## src/hdl/scm_pkg.sv

```systemverilog
// ----------------------------------------------------------------------------
// scm_pkg
// Types, constants and state codes shared by the sigma-clipped mean unit.
// ----------------------------------------------------------------------------
`default_nettype none

package scm_pkg;

   localparam int MAX_SAMPLES_DEF = 64;
   localparam int SAMPLE_W        = 15;
   localparam int KEPT_W          = 7;
   localparam int CLIP_W          = 4;
   localparam logic [CLIP_W-1:0] CLIP_RESET = 4'd3;

   typedef struct packed {
      logic [SAMPLE_W-1:0] sample;
      logic                last;
   } req_type;

   typedef struct packed {
      logic [SAMPLE_W-1:0] mean;
      logic [KEPT_W-1:0]   kept_count;
      logic                error;
   } rsp_type;

   typedef enum logic [3:0] {
      ST_LOAD,
      ST_CHECK,
      ST_PASS1,
      ST_KQ,
      ST_PASS2,
      ST_DIV_INIT,
      ST_DIV,
      ST_FIN,
      ST_OUT
   } state_type;

   typedef struct packed {
      logic load;       // store an accepted item
      logic start;      // clear the square sum, latch k squared
      logic scan_init;  // rewind the read index
      logic scan;       // issue reads while entries remain
      logic pass2;      // pipeline tail classifies samples
      logic kq;         // form k squared times the square sum
      logic div_init;
      logic div_step;
      logic out_load;
      logic out_err;
      logic clear_set;
   } cmd_type;

   typedef struct packed {
      logic n_lt2;
      logic idx_done;
      logic pipe_busy;
      logic kept_zero;
      logic div_done;
   } sts_type;

endpackage

`default_nettype wire

```

## src/hdl/scm_ctrl.sv

```systemverilog
// ----------------------------------------------------------------------------
// scm_ctrl
// Sequencer: load, square-sum pass, clipping pass, division, result.
// ----------------------------------------------------------------------------
`default_nettype none

module scm_ctrl
   import scm_pkg::*;
(
   input  wire logic    clock,
   input  wire logic    reset,
   input  wire logic    req_valid,
   input  wire req_type req_data,
   output logic         req_stall,
   output logic         rsp_valid,
   input  wire logic    rsp_stall,
   output cmd_type      cmd,
   input  wire sts_type sts
);

   state_type state_ff, state_in;

   always_ff @(posedge clock) begin
      if (reset) begin
         state_ff <= ST_LOAD;
      end else begin
         state_ff <= state_in;
      end
   end

   always_comb begin
      state_in  = state_ff;
      cmd       = '0;
      req_stall = 1'b1;
      rsp_valid = 1'b0;
      unique case (state_ff)
         ST_LOAD: begin
            req_stall = 1'b0;
            if (req_valid) begin
               cmd.load = 1'b1;
               if (req_data.last) state_in = ST_CHECK;
            end
         end
         ST_CHECK: begin
            if (sts.n_lt2) begin
               cmd.out_load = 1'b1;
               cmd.out_err  = 1'b1;
               state_in     = ST_OUT;
            end else begin
               cmd.start     = 1'b1;
               cmd.scan_init = 1'b1;
               state_in      = ST_PASS1;
            end
         end
         ST_PASS1: begin
            cmd.scan = 1'b1;
            if (sts.idx_done && !sts.pipe_busy) state_in = ST_KQ;
         end
         ST_KQ: begin
            cmd.kq        = 1'b1;
            cmd.scan_init = 1'b1;
            state_in      = ST_PASS2;
         end
         ST_PASS2: begin
            cmd.scan  = 1'b1;
            cmd.pass2 = 1'b1;
            if (sts.idx_done && !sts.pipe_busy) state_in = ST_DIV_INIT;
         end
         ST_DIV_INIT: begin
            if (sts.kept_zero) begin
               cmd.out_load = 1'b1;
               cmd.out_err  = 1'b1;
               state_in     = ST_OUT;
            end else begin
               cmd.div_init = 1'b1;
               state_in     = ST_DIV;
            end
         end
         ST_DIV: begin
            cmd.div_step = 1'b1;
            if (sts.div_done) state_in = ST_FIN;
         end
         ST_FIN: begin
            cmd.out_load = 1'b1;
            state_in     = ST_OUT;
         end
         ST_OUT: begin
            rsp_valid = 1'b1;
            if (!rsp_stall) begin
               cmd.clear_set = 1'b1;
               state_in      = ST_LOAD;
            end
         end
         default: state_in = ST_LOAD;
      endcase
   end

endmodule

`default_nettype wire

```

## src/hdl/scm_datapath.sv

```systemverilog
// ----------------------------------------------------------------------------
// scm_datapath
// Sample store, running sums, five-stage scan pipeline and serial divider.
// ----------------------------------------------------------------------------
`default_nettype none

module scm_datapath
   import scm_pkg::*;
#(
   parameter int MAX_SAMPLES = MAX_SAMPLES_DEF
) (
   input  wire logic              clock,
   input  wire logic              reset,
   input  wire cmd_type           cmd,
   output sts_type                sts,
   input  wire req_type           req_data,
   input  wire logic              csr_valid,
   input  wire logic [CLIP_W-1:0] csr_data,
   output rsp_type                rsp_data
);

   localparam int CW   = $clog2(MAX_SAMPLES + 1);
   localparam int AW   = $clog2(MAX_SAMPLES);
   localparam int SW   = SAMPLE_W + CW;
   localparam int DW   = SAMPLE_W + CW;
   localparam int D2W  = 2 * DW;
   localparam int QW   = D2W + CW;
   localparam int LW   = D2W + CW;
   localparam int KQW  = QW + 2 * CLIP_W;
   localparam int DCW  = $clog2(SW);

   logic [SAMPLE_W-1:0] mem [MAX_SAMPLES];

   logic [CLIP_W-1:0]   clip_ff;
   logic [CW-1:0]       count_ff;
   logic [SW-1:0]       sum_ff;
   logic [CW-1:0]       idx_ff;
   logic [3:0]          v_ff;
   logic [SAMPLE_W-1:0] rd_ff, x2_ff, x3_ff, x4_ff;
   logic [DW-1:0]       d_ff, d_in, nx;
   logic [D2W-1:0]      d2_ff;
   logic [LW-1:0]       lhs_ff;
   logic [QW-1:0]       q_ff;
   logic [2*CLIP_W-1:0] k2_ff;
   logic [KQW-1:0]      kq_ff;
   logic [CW-1:0]       kept_ff;
   logic [SW-1:0]       ksum_ff;
   logic [CW-1:0]       rem_ff;
   logic [SW-1:0]       quo_ff;
   logic [DCW-1:0]      dcnt_ff;
   rsp_type             out_ff;
   logic                issue;
   logic [CW-1:0]       nm1;
   logic [CW:0]         trial;
   logic                fits;

   assign issue = cmd.scan && (idx_ff != count_ff);
   assign nm1   = count_ff - CW'(1);
   assign nx    = DW'(count_ff) * DW'(rd_ff);
   assign d_in  = (nx >= DW'(sum_ff)) ? (nx - DW'(sum_ff)) : (DW'(sum_ff) - nx);
   assign trial = {rem_ff, quo_ff[SW-1]};
   assign fits  = trial >= {1'b0, kept_ff};

   always_ff @(posedge clock) begin
      if (reset) begin
         clip_ff <= CLIP_RESET;
      end else if (csr_valid) begin
         clip_ff <= csr_data;
      end
   end

   always_ff @(posedge clock) begin
      if (cmd.load && (count_ff < CW'(MAX_SAMPLES))) begin
         mem[count_ff[AW-1:0]] <= req_data.sample;
      end
      if (issue) begin
         rd_ff <= mem[idx_ff[AW-1:0]];
      end
   end

   always_ff @(posedge clock) begin
      if (reset || cmd.clear_set) begin
         count_ff <= '0;
         sum_ff   <= '0;
      end else if (cmd.load && (count_ff < CW'(MAX_SAMPLES))) begin
         count_ff <= count_ff + CW'(1);
         sum_ff   <= sum_ff + SW'(req_data.sample);
      end
   end

   always_ff @(posedge clock) begin
      if (reset) begin
         v_ff   <= '0;
         idx_ff <= '0;
      end else begin
         v_ff <= {v_ff[2:0], issue};
         if (cmd.scan_init) begin
            idx_ff <= '0;
         end else if (issue) begin
            idx_ff <= idx_ff + CW'(1);
         end
      end
   end

   always_ff @(posedge clock) begin
      d_ff   <= d_in;
      x2_ff  <= rd_ff;
      d2_ff  <= d_ff * d_ff;
      x3_ff  <= x2_ff;
      lhs_ff <= LW'(nm1) * LW'(d2_ff);
      x4_ff  <= x3_ff;
      if (cmd.start) begin
         q_ff  <= '0;
         k2_ff <= (2*CLIP_W)'(clip_ff) * (2*CLIP_W)'(clip_ff);
      end else if (v_ff[2] && !cmd.pass2) begin
         q_ff <= q_ff + QW'(d2_ff);
      end
      if (cmd.kq) begin
         kq_ff   <= KQW'(k2_ff) * KQW'(q_ff);
         kept_ff <= '0;
         ksum_ff <= '0;
      end else if (v_ff[3] && cmd.pass2 && !(KQW'(lhs_ff) > kq_ff)) begin
         kept_ff <= kept_ff + CW'(1);
         ksum_ff <= ksum_ff + SW'(x4_ff);
      end
   end

   always_ff @(posedge clock) begin
      if (cmd.div_init) begin
         rem_ff  <= '0;
         quo_ff  <= ksum_ff;
         dcnt_ff <= '0;
      end else if (cmd.div_step) begin
         rem_ff  <= fits ? CW'(trial - {1'b0, kept_ff}) : CW'(trial);
         quo_ff  <= {quo_ff[SW-2:0], fits};
         dcnt_ff <= dcnt_ff + DCW'(1);
      end
      if (cmd.out_load) begin
         if (cmd.out_err) begin
            out_ff.mean       <= '0;
            out_ff.kept_count <= '0;
            out_ff.error      <= 1'b1;
         end else begin
            out_ff.mean       <= SAMPLE_W'(quo_ff);
            out_ff.kept_count <= KEPT_W'(kept_ff);
            out_ff.error      <= 1'b0;
         end
      end
   end

   assign sts.n_lt2     = count_ff < CW'(2);
   assign sts.idx_done  = idx_ff == count_ff;
   assign sts.pipe_busy = |v_ff;
   assign sts.kept_zero = kept_ff == '0;
   assign sts.div_done  = dcnt_ff == DCW'(SW - 1);
   assign rsp_data      = out_ff;

endmodule

`default_nettype wire

```

## src/hdl/sigma_clipped_mean_unit.sv

```systemverilog
// ----------------------------------------------------------------------------
// sigma_clipped_mean_unit
// Mean of a sample set after dropping samples beyond clip_factor deviations.
//
//   channel  direction  handshake          payload
//   req_     in         valid / stall      sample, last
//   rsp_     out        valid / stall      mean, kept_count, error
//   csr_     in         valid / ready      clip_factor
//
// A sample that does not close the set is accepted without a stall. After a
// closing item with n stored samples the unit runs two scans of n reads, each
// followed by a pipeline drain, then a one-bit-per-cycle divider of SAMPLE_W +
// clog2(MAX_SAMPLES+1) steps and its control states; a set of fewer than two
// samples goes straight to an error result.
// Input stalls from the closing item until the result is taken.
// Reset is synchronous; clip_factor returns to 3.
// ----------------------------------------------------------------------------
`default_nettype none

module sigma_clipped_mean_unit
   import scm_pkg::*;
#(
   parameter int MAX_SAMPLES = MAX_SAMPLES_DEF
) (
   input  wire logic              clock,
   input  wire logic              reset,
   input  wire logic              req_valid,
   output logic                   req_stall,
   input  wire req_type           req_data,
   output logic                   rsp_valid,
   input  wire logic              rsp_stall,
   output rsp_type                rsp_data,
   input  wire logic              csr_valid,
   output logic                   csr_ready,
   input  wire logic [CLIP_W-1:0] csr_data
);

   cmd_type cmd;
   sts_type sts;

   assign csr_ready = 1'b1;

   scm_ctrl u_ctrl (
      .clock     (clock),
      .reset     (reset),
      .req_valid (req_valid),
      .req_data  (req_data),
      .req_stall (req_stall),
      .rsp_valid (rsp_valid),
      .rsp_stall (rsp_stall),
      .cmd       (cmd),
      .sts       (sts)
   );

   scm_datapath #(
      .MAX_SAMPLES (MAX_SAMPLES)
   ) u_datapath (
      .clock     (clock),
      .reset     (reset),
      .cmd       (cmd),
      .sts       (sts),
      .req_data  (req_data),
      .csr_valid (csr_valid),
      .csr_data  (csr_data),
      .rsp_data  (rsp_data)
   );

endmodule

`default_nettype wire

```

## config.mk

```make
export PLATFORM = sky130hd
export DESIGN_NAME = sigma_clipped_mean_unit
export DESIGN_NICKNAME = d
export VERILOG_FILES = /design/src/hdl/scm_pkg.sv /design/src/hdl/scm_ctrl.sv /design/src/hdl/scm_datapath.sv /design/src/hdl/sigma_clipped_mean_unit.sv
export SDC_FILE = /design/constraint.sdc
export NUM_CORES = 2
export LEC_CHECK = 0
export BUFFER_PORTS_ARGS = -buffer_cell sky130_fd_sc_hd__buf_4
export CAP_MARGIN = 10
export CELL_PAD_IN_SITES_DETAIL_PLACEMENT = 1
export CELL_PAD_IN_SITES_GLOBAL_PLACEMENT = 1
export CORE_MARGIN = 4
export CORE_UTILIZATION = 25
export DETAILED_ROUTE_END_ITERATION = 8
export GPL_TIMING_DRIVEN = 0
export PLACE_DENSITY_LB_ADDON = 0.1
export SYNTH_ARGS = -nofsm -noshare
export SYNTH_HDL_FRONTEND = slang
export SYNTH_SLANG_ARGS = --single-unit
```

## constraint.sdc

```tcl
create_clock -name clock -period 9.5 [get_ports clock]
set_clock_uncertainty 0.2 [all_clocks]
set_input_delay 0.95 -clock clock [delete_from_list [all_inputs] [get_ports clock]]
set_output_delay 0.95 -clock clock [all_outputs]
set_load 0.005 [all_outputs]
```

==> reports/results.ini <==
[run_status]
status=finished, final reports clean

[floorplanning]
start_util_pct=25.1
die_w_microns=625
die-area_sq_mm=0.390
coreArea_sq_mm=0.379
ioPinCount=51
die_h_microns=625
rows=226

[cells_and_area]
fillers=41600
fin_nets=9795
final_cell_count_no_fill=13500
syn2layout_area_growth_pct=14.7
drive_gt1_share_pct=10.2
seqCellArea_sq_mm=0.0386
multiInputGateArea_sq_mm=0.0509

[routing]
drc=0
routed_via_density=4.50
avgRoutedWirePerCell_microns=23.6
drt_first_iter_violations=3132
antenna_left=0
vias=60600
drt-total-wl_microns=318000
dr.pass1.iters=5

[synthesis]
avgSynthCellArea_sq_um=11.9
async_flop_share_pct=0
netlist_area_sq_mm=0.0951
ys_seq_elements=1387
yosysTopAreaCell=edfxtp_1
synth_ff_type=edfxtp_1
seq_area_frac_synth_pct=40.6
ys.warnings.count=0
synthTopCellsByArea=edfxtp_1 (34%), fa_1 (18%), ha_1 (7.6%)
synth_top_area_share_pct=34.3
synth-edff-count=1086
ys_types=92
synthCells=8010

[clock_network]
worst_skew_pair.late_latency_ns=0.84
cts_root_buf=clkbuf_16
cts_max_level=4
clk_pin_slew_ns=0.07
cts_buffers=173
holdBufCountCts=0
cts.sinks=1387
cts_tree=yes
ctsLongestPathBuffers=4

[worst_setup_path]
slowest_delay_ns=0.54
cp.required_ns=9.99
path_class=flip-flop to flip-flop
path_max_fanout=10
critPathLaunchType=flip-flop
end_kind=flip-flop
slowest_stage=fa_1
crit_path_frequent_cell=fa_1
arrival_ns=9.52

[worst_hold_path]
hp-class=flip-flop to flip-flop

[grt]
grt_first_pass_wirelength_microns=473000
grt_use_total_pct=16.3
grt_pass1_vias=67800
grt.overflow.total=0
antenna_found_initial=32
grt_max_degree=67

[sta]
fin_crit_sh_pct=95.0
setup_violations=0
rsz0062_at_grt=no
slew_violations=0
hold_slack_ns=0.116
timing.fmax_mhz=111
finalHoldViolCount=0
worstMarginPinSlew_ns=1.26
tns_ns=0
setup_slack_ns=0.471
post-route-min-period_ns=9.03
slew_headroom_pct=16.0

[placement]
dp_slack_ns=-0.614
dp.cells=13200
dp_hpwl_microns=247000
gp_congestion=0.779
port_buffers=49

[job]
drv_cap=0

==> cells by family after synthesis <==
kind of cell	count (synthesis)	synth area share, %
adders and majority gates	1448	25.9
and+or+nand+nor	2038	10.5
buffers and inverters	1553	6.15
other	2	0.00790
muxes	343	7.76
DFF	1387	40.6
xor gates and xnor gates	286	2.63
AOI/OAI and AO/OA	953	6.42
==> synthesized netlist by cell type (77+ instances only) <==
library cell	count
o21ai_0	141
a21oi_1	338
nor2b_1	85
nor2_1	293
xor2_1	107
dfxtp_1	301
fa_1	870
clkbuf_1	262
nand2_1	798
nand2b_1	77
nand3_1	94
a21o_1	188
mux4_2	315
inv_1	1237
xnor2_1	179
ha_1	578
edfxtp_1	1086
and2_1	471
==> worst max-delay path: cells and delay by family, from the launching register on <==
kind / cells / cell delay [ns]
simple gates: 5 / 0.96
compound gates: 13 / 2.75
buf+inv: 7 / 1.53
fa+ha+maj: 6 / 2.67
xor+xnor: 2 / 0.39
flops: 1 / 0.37
==> final cells by class <==
class                   count  share of cell area (%)
clock buffers             217                    4.35
plain buffers             312                    1.12
clock inverters            94                   0.856
multi-input cells        5078                    46.7
flip-flops and latches   1387                    35.4
diodes                     17                  0.0390
repair buffers            131                    1.51
well taps                5016                    5.76
inverters                1239                    4.27
==> what timing repair did <==
action                     CTS  global route
pin swaps                    0             1
cloned                       0             0
setup endpoints to repair   24            27
gates resized for setup      8            37
setup buffers                0             3
==> flip-flops by register name, indices dropped and copies added, names as in the netlist, 15 cells and up <==
register and flops:
u_datapath.x4_ff 15, u_datapath.x2_ff 15, u_datapath.d2_ff 43, u_datapath.ksum_ff 22, u_datapath.mem 960, u_datapath.sum_ff 22, u_datapath.x3_ff 15, u_datapath.q_ff 51
u_datapath.quo_ff 22, u_datapath.rd_ff 15, u_datapath.kq_ff 59, u_datapath.lhs_ff 51, u_datapath.d_ff 22, u_datapath.rsp_data 23
==> path summary, 6_finish.rpt <==
check	startpoint	to	slack (ns)	depth (start not counted)
worst max-delay path	u_datapath.count_ff[3]	u_datapath.d_ff[21]	0.47	33
worst min-delay path	u_datapath.x3_ff[7]	u_datapath.x4_ff[7]	0.12	0
worst max register to register	u_datapath.count_ff[3]	u_datapath.d_ff[21]	0.47	33
worst min register to register	u_datapath.x3_ff[7]	u_datapath.x4_ff[7]	0.12	0
==> cell usage in the layout (no fill, tap or decap), types with 17 or more instances in the layout <==
master     netlist  final
inv_1         1237   1237
edfxtp_1      1086   1086
fa_1           870    870
nand2_1        798    798
ha_1           578    578
and2_1         471    471
a21oi_1        338    336
mux4_2         315    315
dfxtp_1        301    300
clkbuf_1       262    262
nor2_1         293    232
a21o_1         188    188
xnor2_1        179    177
clkbuf_16        0    177
o21ai_0        141    141
xor2_1         107    106
nand3_1         94     94
nor2b_1         85     84
nand2b_1        77     77
nor2_2           1     62
buf_4            2     60
buf_8            0     59
nand4_1         46     46
nor3_1          43     41
o21bai_1        39     39
buf_1           39     38
a211oi_1        30     30
clkinv_1         2     30
clkinv_2         0     30
and3_1          29     29
o21a_1          29     29
a31oi_1         29     28
or3_1           27     27
mux2i_1         24     24
clkbuf_2         0     20
o21ai_1         19     19
or2_2           18     18
diode_2          0     17
==> routing by layer <==
layer	vias to the layer above	track usage, %	routed length [microns]
met5	-	0	0
met4	0	3.31	6660
met3	277	1.19	7280
met2	672	27.0	151000
met1	32000	23.3	154000
li1	27700	-	-
==> per-stage QoR <==
stage | instance area [sq um] | util [%]
after detailed placement | 103000 | 27.2
after floorplan | 95100 | -
after CTS | 109000 | 28.7
final | 109000 | 28.8
after global placement | 102000 | 26.9
after global routing | 109000 | 28.8
Power is not shown: default switching activity piles up to over one toggle a cycle in this logic, so the estimate is an artifact.
